File: src/rtl/midi_tep_pkg.sv
// ----------------------------------------------------------------------------
// midi_tep_pkg: shared types and constants of the midi track event parser
// per-track context layout, event record, command, kind and parse phase codes
// ----------------------------------------------------------------------------
package midi_tep_pkg;

   localparam int TRACK_BITS  = 4;
   localparam int TICK_BITS   = 48;
   localparam int ACC_BITS    = 32;
   localparam int GATHER_BITS = 24;

   // status and meta codes
   localparam logic [7:0] ST_META    = 8'hFF;
   localparam logic [7:0] ST_SYSEX   = 8'hF0;
   localparam logic [7:0] ST_ESCAPE  = 8'hF7;
   localparam logic [7:0] META_END   = 8'h2F;
   localparam logic [7:0] META_TEMPO = 8'h51;
   localparam logic [7:0] META_TSIG  = 8'h58;
   localparam logic [3:0] HI_NOTE_OFF = 4'h8;
   localparam logic [3:0] HI_NOTE_ON  = 4'h9;
   localparam logic [3:0] HI_PROGRAM  = 4'hC;
   localparam logic [3:0] HI_PRESSURE = 4'hD;
   localparam logic [3:0] HI_SYSTEM   = 4'hF;
   localparam logic [ACC_BITS-1:0] TEMPO_LEN = ACC_BITS'(3);
   localparam logic [ACC_BITS-1:0] TSIG_LEN  = ACC_BITS'(4);
   localparam logic [ACC_BITS-1:0] TSIG_GATHER_MIN = ACC_BITS'(2);

   typedef enum logic [1:0] {
      CMD_DATA      = 2'd0,
      CMD_RESTART   = 2'd1,
      CMD_CHUNK_END = 2'd2
   } cmd_type;

   typedef enum logic [2:0] {
      KIND_NONE  = 3'd0,
      KIND_ON    = 3'd1,
      KIND_OFF   = 3'd2,
      KIND_TEMPO = 3'd3,
      KIND_TSIG  = 3'd4,
      KIND_END   = 3'd5
   } kind_type;

   typedef enum logic [9:0] {
      PH_DELTA     = 10'b00_0000_0001,
      PH_STATUS    = 10'b00_0000_0010,
      PH_DATA1     = 10'b00_0000_0100,
      PH_DATA2     = 10'b00_0000_1000,
      PH_SINGLE    = 10'b00_0001_0000,
      PH_META_TYPE = 10'b00_0010_0000,
      PH_META_LEN  = 10'b00_0100_0000,
      PH_META_BODY = 10'b00_1000_0000,
      PH_SYX_LEN   = 10'b01_0000_0000,
      PH_SYX_BODY  = 10'b10_0000_0000
   } phase_type;

   typedef struct packed {
      logic [TICK_BITS-1:0]   tick_total;
      logic [ACC_BITS-1:0]    delta_acc;
      logic [7:0]             last_status;
      logic                   done;
      phase_type              phase;
      logic [7:0]             meta_kind;
      logic [ACC_BITS-1:0]    remaining;
      logic [GATHER_BITS-1:0] gather;
   } ctx_type;

   localparam ctx_type CTX_RESET = '{
      tick_total:  '0,
      delta_acc:   '0,
      last_status: '0,
      done:        1'b0,
      phase:       PH_DELTA,
      meta_kind:   '0,
      remaining:   '0,
      gather:      '0
   };

   typedef struct packed {
      logic [TRACK_BITS-1:0] track;
      kind_type              kind;
      logic [3:0]            channel;
      logic [7:0]            note;
      logic [7:0]            velocity;
      logic [23:0]           tempo;
      logic [7:0]            numerator;
      logic [7:0]            denominator;
      logic [TICK_BITS-1:0]  ticks;
   } event_type;

   // channel nibble for 0x80..0xEF status, else zero
   function automatic logic [3:0] chan_of(input logic [7:0] st);
      return (st[7] && (st[7:4] != HI_SYSTEM)) ? st[3:0] : 4'h0;
   endfunction

endpackage

File: src/rtl/midi_tep_step.sv
// ----------------------------------------------------------------------------
// midi_tep_step: one byte of context update for one track
// takes a track context and one command, gives the new context and an event
// ----------------------------------------------------------------------------
module midi_tep_step
   import midi_tep_pkg::*;
(
   input  cmd_type               cmd,
   input  logic [TRACK_BITS-1:0] track,
   input  logic [7:0]            data_byte,
   input  ctx_type               ctx,
   output ctx_type               ctx_next,
   output logic                  wr_en,
   output logic                  ev_valid,
   output event_type             ev
);

   logic [3:0]            hi;
   logic [ACC_BITS-1:0]   len_shift;
   logic [ACC_BITS-1:0]   len_dec;
   logic [ACC_BITS-1:0]   delta_shift;
   logic [7:0]            meta_keep;
   logic [GATHER_BITS-1:0] body_gather;

   always_comb begin
      hi          = ctx.last_status[7:4];
      len_shift   = {ctx.remaining[ACC_BITS-8:0], data_byte[6:0]};
      len_dec     = ctx.remaining - ACC_BITS'(1);
      delta_shift = {ctx.delta_acc[ACC_BITS-8:0], data_byte[6:0]};
      meta_keep   = (((ctx.meta_kind == META_TEMPO) && (len_shift == TEMPO_LEN)) ||
                     ((ctx.meta_kind == META_TSIG) && (len_shift == TSIG_LEN)))
                    ? ctx.meta_kind : 8'h00;
      body_gather = ctx.gather;
      if ((ctx.meta_kind == META_TEMPO) ||
          ((ctx.meta_kind == META_TSIG) && (ctx.remaining > TSIG_GATHER_MIN))) begin
         body_gather = {ctx.gather[GATHER_BITS-9:0], data_byte};
      end

      ctx_next = ctx;
      wr_en    = 1'b1;
      ev_valid = 1'b0;
      ev       = '0;
      ev.track = track;
      ev.kind  = KIND_NONE;
      ev.ticks = ctx.tick_total;

      case (cmd)
         CMD_RESTART: begin
            ctx_next = CTX_RESET;
         end
         CMD_CHUNK_END: begin
            if (!ctx.done) begin
               ctx_next.done      = 1'b1;
               ctx_next.phase     = PH_DELTA;
               ctx_next.delta_acc = '0;
               ctx_next.remaining = '0;
               ctx_next.gather    = '0;
               ctx_next.meta_kind = '0;
               ev_valid           = 1'b1;
               ev.kind            = KIND_END;
            end
         end
         CMD_DATA: begin
            if (!ctx.done) begin
               case (ctx.phase)
                  PH_STATUS: begin
                     if (data_byte[7]) begin
                        if (data_byte == ST_META) begin
                           ctx_next.last_status = '0;
                           ctx_next.phase       = PH_META_TYPE;
                        end else if (data_byte == ST_SYSEX || data_byte == ST_ESCAPE) begin
                           ctx_next.last_status = '0;
                           ctx_next.remaining   = '0;
                           ctx_next.phase       = PH_SYX_LEN;
                        end else if (data_byte[7:4] == HI_SYSTEM) begin
                           ctx_next.last_status = '0;
                           ctx_next.phase       = PH_DATA1;
                        end else begin
                           ctx_next.last_status = data_byte;
                           ctx_next.phase = (data_byte[7:4] == HI_PROGRAM ||
                                             data_byte[7:4] == HI_PRESSURE)
                                            ? PH_SINGLE : PH_DATA1;
                        end
                     end else if (hi == HI_PROGRAM || hi == HI_PRESSURE) begin
                        // running status, one data byte
                        ctx_next.phase = PH_DELTA;
                        ev_valid       = 1'b1;
                        ev.channel     = chan_of(ctx.last_status);
                     end else begin
                        ctx_next.gather = GATHER_BITS'(data_byte);
                        ctx_next.phase  = PH_DATA2;
                     end
                  end
                  PH_DATA1: begin
                     ctx_next.gather = GATHER_BITS'(data_byte);
                     ctx_next.phase  = PH_DATA2;
                  end
                  PH_DATA2: begin
                     ctx_next.phase  = PH_DELTA;
                     ctx_next.gather = '0;
                     ev_valid        = 1'b1;
                     ev.channel      = chan_of(ctx.last_status);
                     if (hi == HI_NOTE_ON || hi == HI_NOTE_OFF) begin
                        // note on with zero velocity reads as note off
                        ev.kind     = (hi == HI_NOTE_ON && data_byte != 8'h00)
                                      ? KIND_ON : KIND_OFF;
                        ev.note     = ctx.gather[7:0];
                        ev.velocity = data_byte;
                     end
                  end
                  PH_SINGLE: begin
                     ctx_next.phase = PH_DELTA;
                     ev_valid       = 1'b1;
                     ev.channel     = chan_of(ctx.last_status);
                  end
                  PH_META_TYPE: begin
                     ctx_next.meta_kind = data_byte;
                     ctx_next.remaining = '0;
                     ctx_next.phase     = PH_META_LEN;
                  end
                  PH_META_LEN: begin
                     ctx_next.remaining = len_shift;
                     if (!data_byte[7]) begin
                        if (ctx.meta_kind == META_END) begin
                           ctx_next.done  = 1'b1;
                           ctx_next.phase = PH_DELTA;
                           ev_valid       = 1'b1;
                           ev.kind        = KIND_END;
                        end else begin
                           ctx_next.meta_kind = meta_keep;
                           ctx_next.gather    = '0;
                           if (len_shift == '0) begin
                              // empty body, kept kind is always cleared here
                              ctx_next.phase = PH_DELTA;
                              ev_valid       = 1'b1;
                           end else begin
                              ctx_next.phase = PH_META_BODY;
                           end
                        end
                     end
                  end
                  PH_META_BODY: begin
                     ctx_next.remaining = len_dec;
                     ctx_next.gather    = body_gather;
                     if (len_dec == '0) begin
                        ctx_next.phase  = PH_DELTA;
                        ctx_next.gather = '0;
                        ev_valid        = 1'b1;
                        if (ctx.meta_kind == META_TEMPO) begin
                           ev.kind  = KIND_TEMPO;
                           ev.tempo = body_gather;
                        end else if (ctx.meta_kind == META_TSIG) begin
                           ev.kind        = KIND_TSIG;
                           ev.numerator   = body_gather[15:8];
                           ev.denominator = body_gather[7:0];
                        end
                     end
                  end
                  PH_SYX_LEN: begin
                     ctx_next.remaining = len_shift;
                     if (!data_byte[7]) begin
                        if (len_shift == '0) begin
                           ctx_next.phase = PH_DELTA;
                           ev_valid       = 1'b1;
                        end else begin
                           ctx_next.phase = PH_SYX_BODY;
                        end
                     end
                  end
                  PH_SYX_BODY: begin
                     ctx_next.remaining = len_dec;
                     if (len_dec == '0) begin
                        ctx_next.phase = PH_DELTA;
                        ev_valid       = 1'b1;
                     end
                  end
                  default: begin
                     // delta time byte
                     if (data_byte[7]) begin
                        ctx_next.delta_acc = delta_shift;
                        ctx_next.phase     = PH_DELTA;
                     end else begin
                        ctx_next.tick_total = ctx.tick_total + TICK_BITS'(delta_shift);
                        ctx_next.delta_acc  = '0;
                        ctx_next.phase      = PH_STATUS;
                     end
                  end
               endcase
            end
         end
         default: begin
            wr_en = 1'b0;
         end
      endcase
   end

endmodule

File: src/rtl/midi_track_event_parser.sv
// ----------------------------------------------------------------------------
// midi_track_event_parser: per-track midi file event decoder
// bytes of up to sixteen interleaved track chunks in, decoded events out
// ----------------------------------------------------------------------------
// One request transaction is taken per cycle while the decode stage is not
// stalled, and each carries one byte (or a restart or chunk-end command) for one
// track. Every track keeps its own context (absolute ticks, pending delta,
// running status, parse phase, meta length and payload) in a 16-entry context
// memory. A transaction reads its track's context on acceptance; the decode
// stage then decodes it, writes it back and loads its response into the
// response register, so throughput is one transaction per cycle while that
// register is not held; the last written result is forwarded when the same track
// comes back to back. A transaction makes at most one response: note on/off,
// tempo, time signature, end, or kind none for skipped messages. Responses sit in
// an output register; while it is held by rsp_tready low, requests that make no
// response still flow, and a request that makes one waits. No clearing pass is
// needed after reset: each context entry has a valid flag and reads as the reset context until first written.
// ----------------------------------------------------------------------------
module midi_track_event_parser
   import midi_tep_pkg::*;
(
   input  logic         clock,
   input  logic         reset,
   input  logic         req_tvalid,
   output logic         req_tready,
   input  logic [15:0]  req_tdata,  // [3:0] track, [11:4] data_byte, [15:12] zero
   input  logic [1:0]   req_tuser,  // [1:0] command
   output logic         rsp_tvalid,
   input  logic         rsp_tready,
   output logic [111:0] rsp_tdata,  // [3:0] event_track, [7:4] channel,
                                    // [15:8] note_number, [23:16] note_velocity,
                                    // [47:24] tempo_microseconds,
                                    // [55:48] signature_numerator,
                                    // [63:56] signature_denominator_power,
                                    // [111:64] absolute_ticks
   output logic [2:0]   rsp_tuser   // [2:0] event_kind
);

   localparam int DEPTH = 2 ** TRACK_BITS;

   // context memory and its per-entry valid flags
   ctx_type           ctx_mem [DEPTH];
   logic [DEPTH-1:0]  entry_valid_ff;

   // decode stage
   logic                  s1_valid_ff;
   cmd_type               s1_cmd_ff;
   logic [TRACK_BITS-1:0] s1_track_ff;
   logic [7:0]            s1_byte_ff;
   ctx_type               rd_ctx_ff;
   logic                  rd_valid_ff;

   // last write to the context memory, for back-to-back same-track hits
   logic                  fwd_valid_ff;
   logic [TRACK_BITS-1:0] fwd_track_ff;
   ctx_type               fwd_ctx_ff;

   // response register
   logic      rsp_valid_ff;
   event_type rsp_ev_ff;

   ctx_type   cur_ctx;
   ctx_type   ctx_next;
   logic      wr_en;
   logic      ev_valid;
   event_type ev;
   logic      req_fire;
   logic      s1_fire;
   logic      wr_fire;

   assign s1_fire    = s1_valid_ff && (!ev_valid || !rsp_valid_ff || rsp_tready);
   assign req_tready = !s1_valid_ff || s1_fire;
   assign req_fire   = req_tvalid && req_tready;
   assign wr_fire    = s1_fire && wr_en;

   // newest copy of this track's context
   always_comb begin
      if (fwd_valid_ff && (fwd_track_ff == s1_track_ff)) begin
         cur_ctx = fwd_ctx_ff;
      end else if (rd_valid_ff) begin
         cur_ctx = rd_ctx_ff;
      end else begin
         cur_ctx = CTX_RESET;
      end
   end

   midi_tep_step u_step (
      .cmd       (s1_cmd_ff),
      .track     (s1_track_ff),
      .data_byte (s1_byte_ff),
      .ctx       (cur_ctx),
      .ctx_next  (ctx_next),
      .wr_en     (wr_en),
      .ev_valid  (ev_valid),
      .ev        (ev)
   );

   // memory read on acceptance, write back after decode
   always_ff @(posedge clock) begin
      if (req_fire) begin
         rd_ctx_ff <= ctx_mem[req_tdata[TRACK_BITS-1:0]];
      end
      if (wr_fire) begin
         ctx_mem[s1_track_ff] <= ctx_next;
      end
   end

   always_ff @(posedge clock) begin
      if (reset) begin
         entry_valid_ff <= '0;
         rd_valid_ff    <= 1'b0;
      end else begin
         if (req_fire) begin
            rd_valid_ff <= entry_valid_ff[req_tdata[TRACK_BITS-1:0]];
         end
         if (wr_fire) begin
            entry_valid_ff[s1_track_ff] <= 1'b1;
         end
      end
   end

   // decode stage control
   always_ff @(posedge clock) begin
      if (reset) begin
         s1_valid_ff <= 1'b0;
      end else if (req_fire) begin
         s1_valid_ff <= 1'b1;
      end else if (s1_fire) begin
         s1_valid_ff <= 1'b0;
      end
   end

   always_ff @(posedge clock) begin
      if (req_fire) begin
         s1_cmd_ff   <= cmd_type'(req_tuser);
         s1_track_ff <= req_tdata[TRACK_BITS-1:0];
         s1_byte_ff  <= req_tdata[11:4];
      end
   end

   // forwarding register always holds the latest write of its track
   always_ff @(posedge clock) begin
      if (reset) begin
         fwd_valid_ff <= 1'b0;
      end else if (wr_fire) begin
         fwd_valid_ff <= 1'b1;
      end
   end

   always_ff @(posedge clock) begin
      if (wr_fire) begin
         fwd_track_ff <= s1_track_ff;
         fwd_ctx_ff   <= ctx_next;
      end
   end

   // response register
   always_ff @(posedge clock) begin
      if (reset) begin
         rsp_valid_ff <= 1'b0;
      end else if (s1_fire && ev_valid) begin
         rsp_valid_ff <= 1'b1;
      end else if (rsp_tready) begin
         rsp_valid_ff <= 1'b0;
      end
   end

   always_ff @(posedge clock) begin
      if (s1_fire && ev_valid) begin
         rsp_ev_ff <= ev;
      end
   end

   assign rsp_tvalid = rsp_valid_ff;
   assign rsp_tuser  = rsp_ev_ff.kind;
   assign rsp_tdata  = {rsp_ev_ff.ticks, rsp_ev_ff.denominator, rsp_ev_ff.numerator,
                        rsp_ev_ff.tempo, rsp_ev_ff.velocity, rsp_ev_ff.note,
                        rsp_ev_ff.channel, rsp_ev_ff.track};

   // a new response only comes out of a decode in the cycle before
   assert property (@(posedge clock) disable iff (reset)
      $rose(rsp_valid_ff) |-> $past(s1_valid_ff))
      else $error("response loaded without a decoded transaction");

   // note fields are zero unless the event is a note
   assert property (@(posedge clock) disable iff (reset)
      rsp_valid_ff && (rsp_ev_ff.kind != KIND_ON) && (rsp_ev_ff.kind != KIND_OFF)
      |-> (rsp_ev_ff.note == 8'h00) && (rsp_ev_ff.velocity == 8'h00))
      else $error("note fields set on a non-note event");

   // a written track is marked valid from the next cycle on
   assert property (@(posedge clock) disable iff (reset)
      wr_fire |=> entry_valid_ff[fwd_track_ff] && fwd_valid_ff)
      else $error("context write not recorded");

   // end events carry no channel, tempo or signature
   assert property (@(posedge clock) disable iff (reset)
      rsp_valid_ff && (rsp_ev_ff.kind == KIND_END)
      |-> (rsp_ev_ff.channel == 4'h0) && (rsp_ev_ff.tempo == 24'h0)
          && (rsp_ev_ff.numerator == 8'h00))
      else $error("end event with payload");

endmodule
File: config.mk
export PLATFORM = sky130hd
export DESIGN_NAME = midi_track_event_parser
export DESIGN_NICKNAME = d
export VERILOG_FILES = /design/src/rtl/midi_tep_pkg.sv /design/src/rtl/midi_tep_step.sv /design/src/rtl/midi_track_event_parser.sv
export SDC_FILE = /design/constraint.sdc
export NUM_CORES = 2
export LEC_CHECK = 0
export BUFFER_PORTS_ARGS = -buffer_cell sky130_fd_sc_hd__buf_2
export CAP_MARGIN = 40
export CELL_PAD_IN_SITES_DETAIL_PLACEMENT = 1
export CELL_PAD_IN_SITES_GLOBAL_PLACEMENT = 1
export CORE_AREA = 2 2 516 518
export CTS_CLUSTER_DIAMETER = 40
export DETAILED_ROUTE_END_ITERATION = 10
export DIE_AREA = 0 0 518 520
export HOLD_SLACK_MARGIN = 0.02
export PLACE_DENSITY_LB_ADDON = 0.12
export SLEW_MARGIN = 20
export SYNTH_ARGS = -nofsm -noshare
export SYNTH_HDL_FRONTEND = slang
export SYNTH_SLANG_ARGS = --single-unit
File: constraint.sdc
create_clock -name clock -period 20.7 [get_ports clock]
set_input_delay 4.14 -clock clock [delete_from_list [all_inputs] [get_ports clock]]
set_output_delay 4.14 -clock clock [all_outputs]
set_load 0.05 [all_outputs]
==> results.md <==
- Outcome: finished clean
- Hold buffers post-CTS: 0
- Post-synthesis register bit count: 2,961
- Top-count cell post-synth: edfxtp_1
- First-pass detailed-route iteration total: 5
- Area leader, netlist: edfxtp_1
- Floorplan row count: 189
- CP max-delay cell: or3_4
- Core area: 264,000 sq um
- Met1 usage: 34.7%
- Async S/R FF share, synth: 0%
- CP arrival: 7710 ps
- Relative slew slack: 30.5%
- Crit. End Element: output pin
- P&R area growth vs syn: 19.2%
- Antenna Violating Nets Remaining: 0
- Delay of the slowest cell on the worst path: 600 ps
- Final min period: 11,850 ps
- Final worst-path cycle share: 57.2%
- Lkg Pwr: 0.0479 uW
- Max Freq: 0.0844 GHz
- Critical Path RT: 16,560 ps
- CP Class: flip-flop to output pin
- Register area share after synthesis: 75.1%
- Leading cell types by count after synthesis: edfxtp_1 (2,941), mux4_2 (774), nand2_1 (282), clkbuf_1 (227), nor2_1 (179)
- Routing usage on met3: 3.70%
- Layout net count: 6,487
- Setup Total Neg Slack: 0 ps
- Final Power: 14,600 uW
- Clock buffer depth: 4
- Crit Path Max Fanout: 44
- Total CTS buffers: 437
- Mapped Avg Cell Area: 20.2 sq um
- Ranking of synthesized cells by area: edfxtp_1 (75%), mux4_2 (15%), nand2_1 (0.90%)
- Max VDD drop: 0.0000739 V
- Finished Cell Area: 141,000 sq um
- IO Count: 139
- Synthesized instance count: 5,854
- Mapped Area: 118,000 sq um
- Initial antenna violation count: 5
- Slew Limit Fails: 0
- Synthesized Nets: 5,912
- Post-synth EDFFs: 2,941
- Clock Tree Root: clkbuf_16
- Post-Layout Cell Count: 10,300
- Post-Route WL: 335 mm
- Clk sink count: 2,961
- Post-CTS sizing: 0
- Critical path cell sequence: buf_8 -> xor2_2 -> or3_4 -> nor2_4 -> buf_4 -> o21a_1 -> ha_1 -> and3_1 -> nand3_1 -> a211o_1 -> or4_1 -> xor2_1 -> or4b_4 -> nor4_4 -> buf_4 -> and4_1 -> o21ai_0 -> buf_2
- DRC violations left: 0
- CTS tree: built
- Synth top area share: 74.8%
- Routed vias/inst: 6.06
- Yosys warning count: 0
- Gp weighted congestion: 0.845
- Placed Area: 125,000 sq um
- Netlist cell types: 88
- Die H: 520 um
- Post-CTS Setup Repair Bufs: 0
- Post-Place Cells: 9,505
- Initial Util: 44.7%
- Via count: 62,600
- First-pass GRT wire length: 486 mm
- DRT iter0 DRCs: 5,692
- Ratio of cells with drive above 1 in the final layout: 30.7%
- Final setup vio count: 0
- Reg clk slew, reported paths: 60 ps
- Primary FF master, synth: edfxtp_1
- Remaining global-route overflow: 0
- RSZ-0062 raised after global routing: false
- GR peak layer: met2
- GR Util met2: 41.2%
- CP startpoint kind: flip-flop
- PortBufs: 134
- Max H-tree Level: 5
- Worst Clk Skew: 85.8 ps
- Dpl hpwl: 184 mm
- Die ar.: 269,000 sq um
- CP most frequent cell: buf_4
- Hold Violations, Final: 0
- Pin count of the biggest net entering global routing: 126
- Power Dens Cells: 104 nW/um^2
- Min-Delay Path Class: flip-flop to flip-flop
- Die Wd: 518 um
- Vias in the first global route: 66,400
- Clk Latency, worst-skew pair: 930 ps
- Max_cap viols: 0
- Average wire per cell in the routed design: 32.4 um
- Worst Tran Pin Value: 1040 ps
- GRT Util Overall: 24.8%
==> state kept, by name, summed over array words and instances (netlist names) <==
name and flops:
entry_valid_ff 16, rsp_tvalid 1, fwd_valid_ff 1, fwd_ctx_ff 156
rsp_tdata 112, s1_track_ff 4, s1_valid_ff 1, s1_byte_ff 8
rd_valid_ff 1, fwd_track_ff 4, s1_cmd_ff 2, ctx_mem 2496
rsp_tuser 3, rd_ctx_ff 156
==> power breakdown <==
| group | internal, uW | switching, uW | total (uW) |
|---|---|---|---|
| clock network | 4660 | 2850 | 7510 |
| logic | 196 | 301 | 497 |
| registers | 6600 | 33.5 | 6640 |
==> cells in the final DEF, fill, tap and decap left out, drive strengths merged, types with 37 or more instances in the layout <==
cell type / count
bufinv: 56
a21oi: 176
o22ai: 76
nand2: 282
o21ai: 151
a22oi: 42
inv: 116
clkinv: 169
a31oi: 44
clkinvlp: 47
xnor2: 37
nor2: 181
edfxtp: 2941
mux4: 774
clkbuf: 477
and3: 90
buf: 474
nand3: 89
==> metrics by stage <==
| step | hold slack [ps] | worst slack [ps] | util (%) |
|---|---|---|---|
| floorplan | 437 | 2970 | - |
| global placement | 444 | 9560 | 46.9 |
| detailed placement | 466 | 9510 | 47.5 |
| CTS | 469 | 8540 | 53.3 |
| global route | 492 | 8550 | 53.3 |
| finish | 468 | 8850 | 53.3 |
==> final cells by class <==
type | count | area (sq um)
multi-input cells | 2497 | 28000
diodes | 3 | 7.51
flip-flops and latches | 2961 | 88700
fillers | 23200 | 123000
well taps | 3533 | 4420
clock buffers | 471 | 11200
clock inverters | 336 | 3890
repair buffers | 480 | 4330
inverters | 52 | 195
==> logic make-up after synthesis <==
kind of cell / Yosys count / share of synthesized area [%]
compound gates: 699 / 3.79
xor+xnor: 68 / 0.517
fa+ha+maj: 36 / 0.388
buf+inv: 396 / 1.34
flops: 2961 / 75.1
mux: 818 / 15.1
simple gates: 876 / 3.70
==> metal layers <==
metal,routed length [um],part of all wire (%),vias to the layer above
li1,-,-,25800
met1,142000,42,34300
met2,166000,50,2039
met3,18700,5.6,508
met4,7300,2.2,10
met5,66,0.020,-
==> path summary, 6_finish.rpt <==
kind	start	slack (ps)	to	depth (start not counted)
setup / recovery	s1_track_ff[0]	8850	req_tready	18
hold / removal	entry_valid_ff[2]	470	entry_valid_ff[2]	1
setup reg to reg	s1_track_ff[0]	11930	ctx_mem[5][26]	22
hold reg to reg	entry_valid_ff[2]	470	entry_valid_ff[2]	1
==> critical path, delay by kind of cell, from the launching register on <==
kind	cells	cell delay (ps)
AOI/OAI and AO/OA	3	980
xor gates and xnor gates	2	410
adders and majority gates	1	470
buffers and inverters	4	1340
DFF	1	450
and+or+nand+nor	8	3090
(Power assumes the default switching activity.)
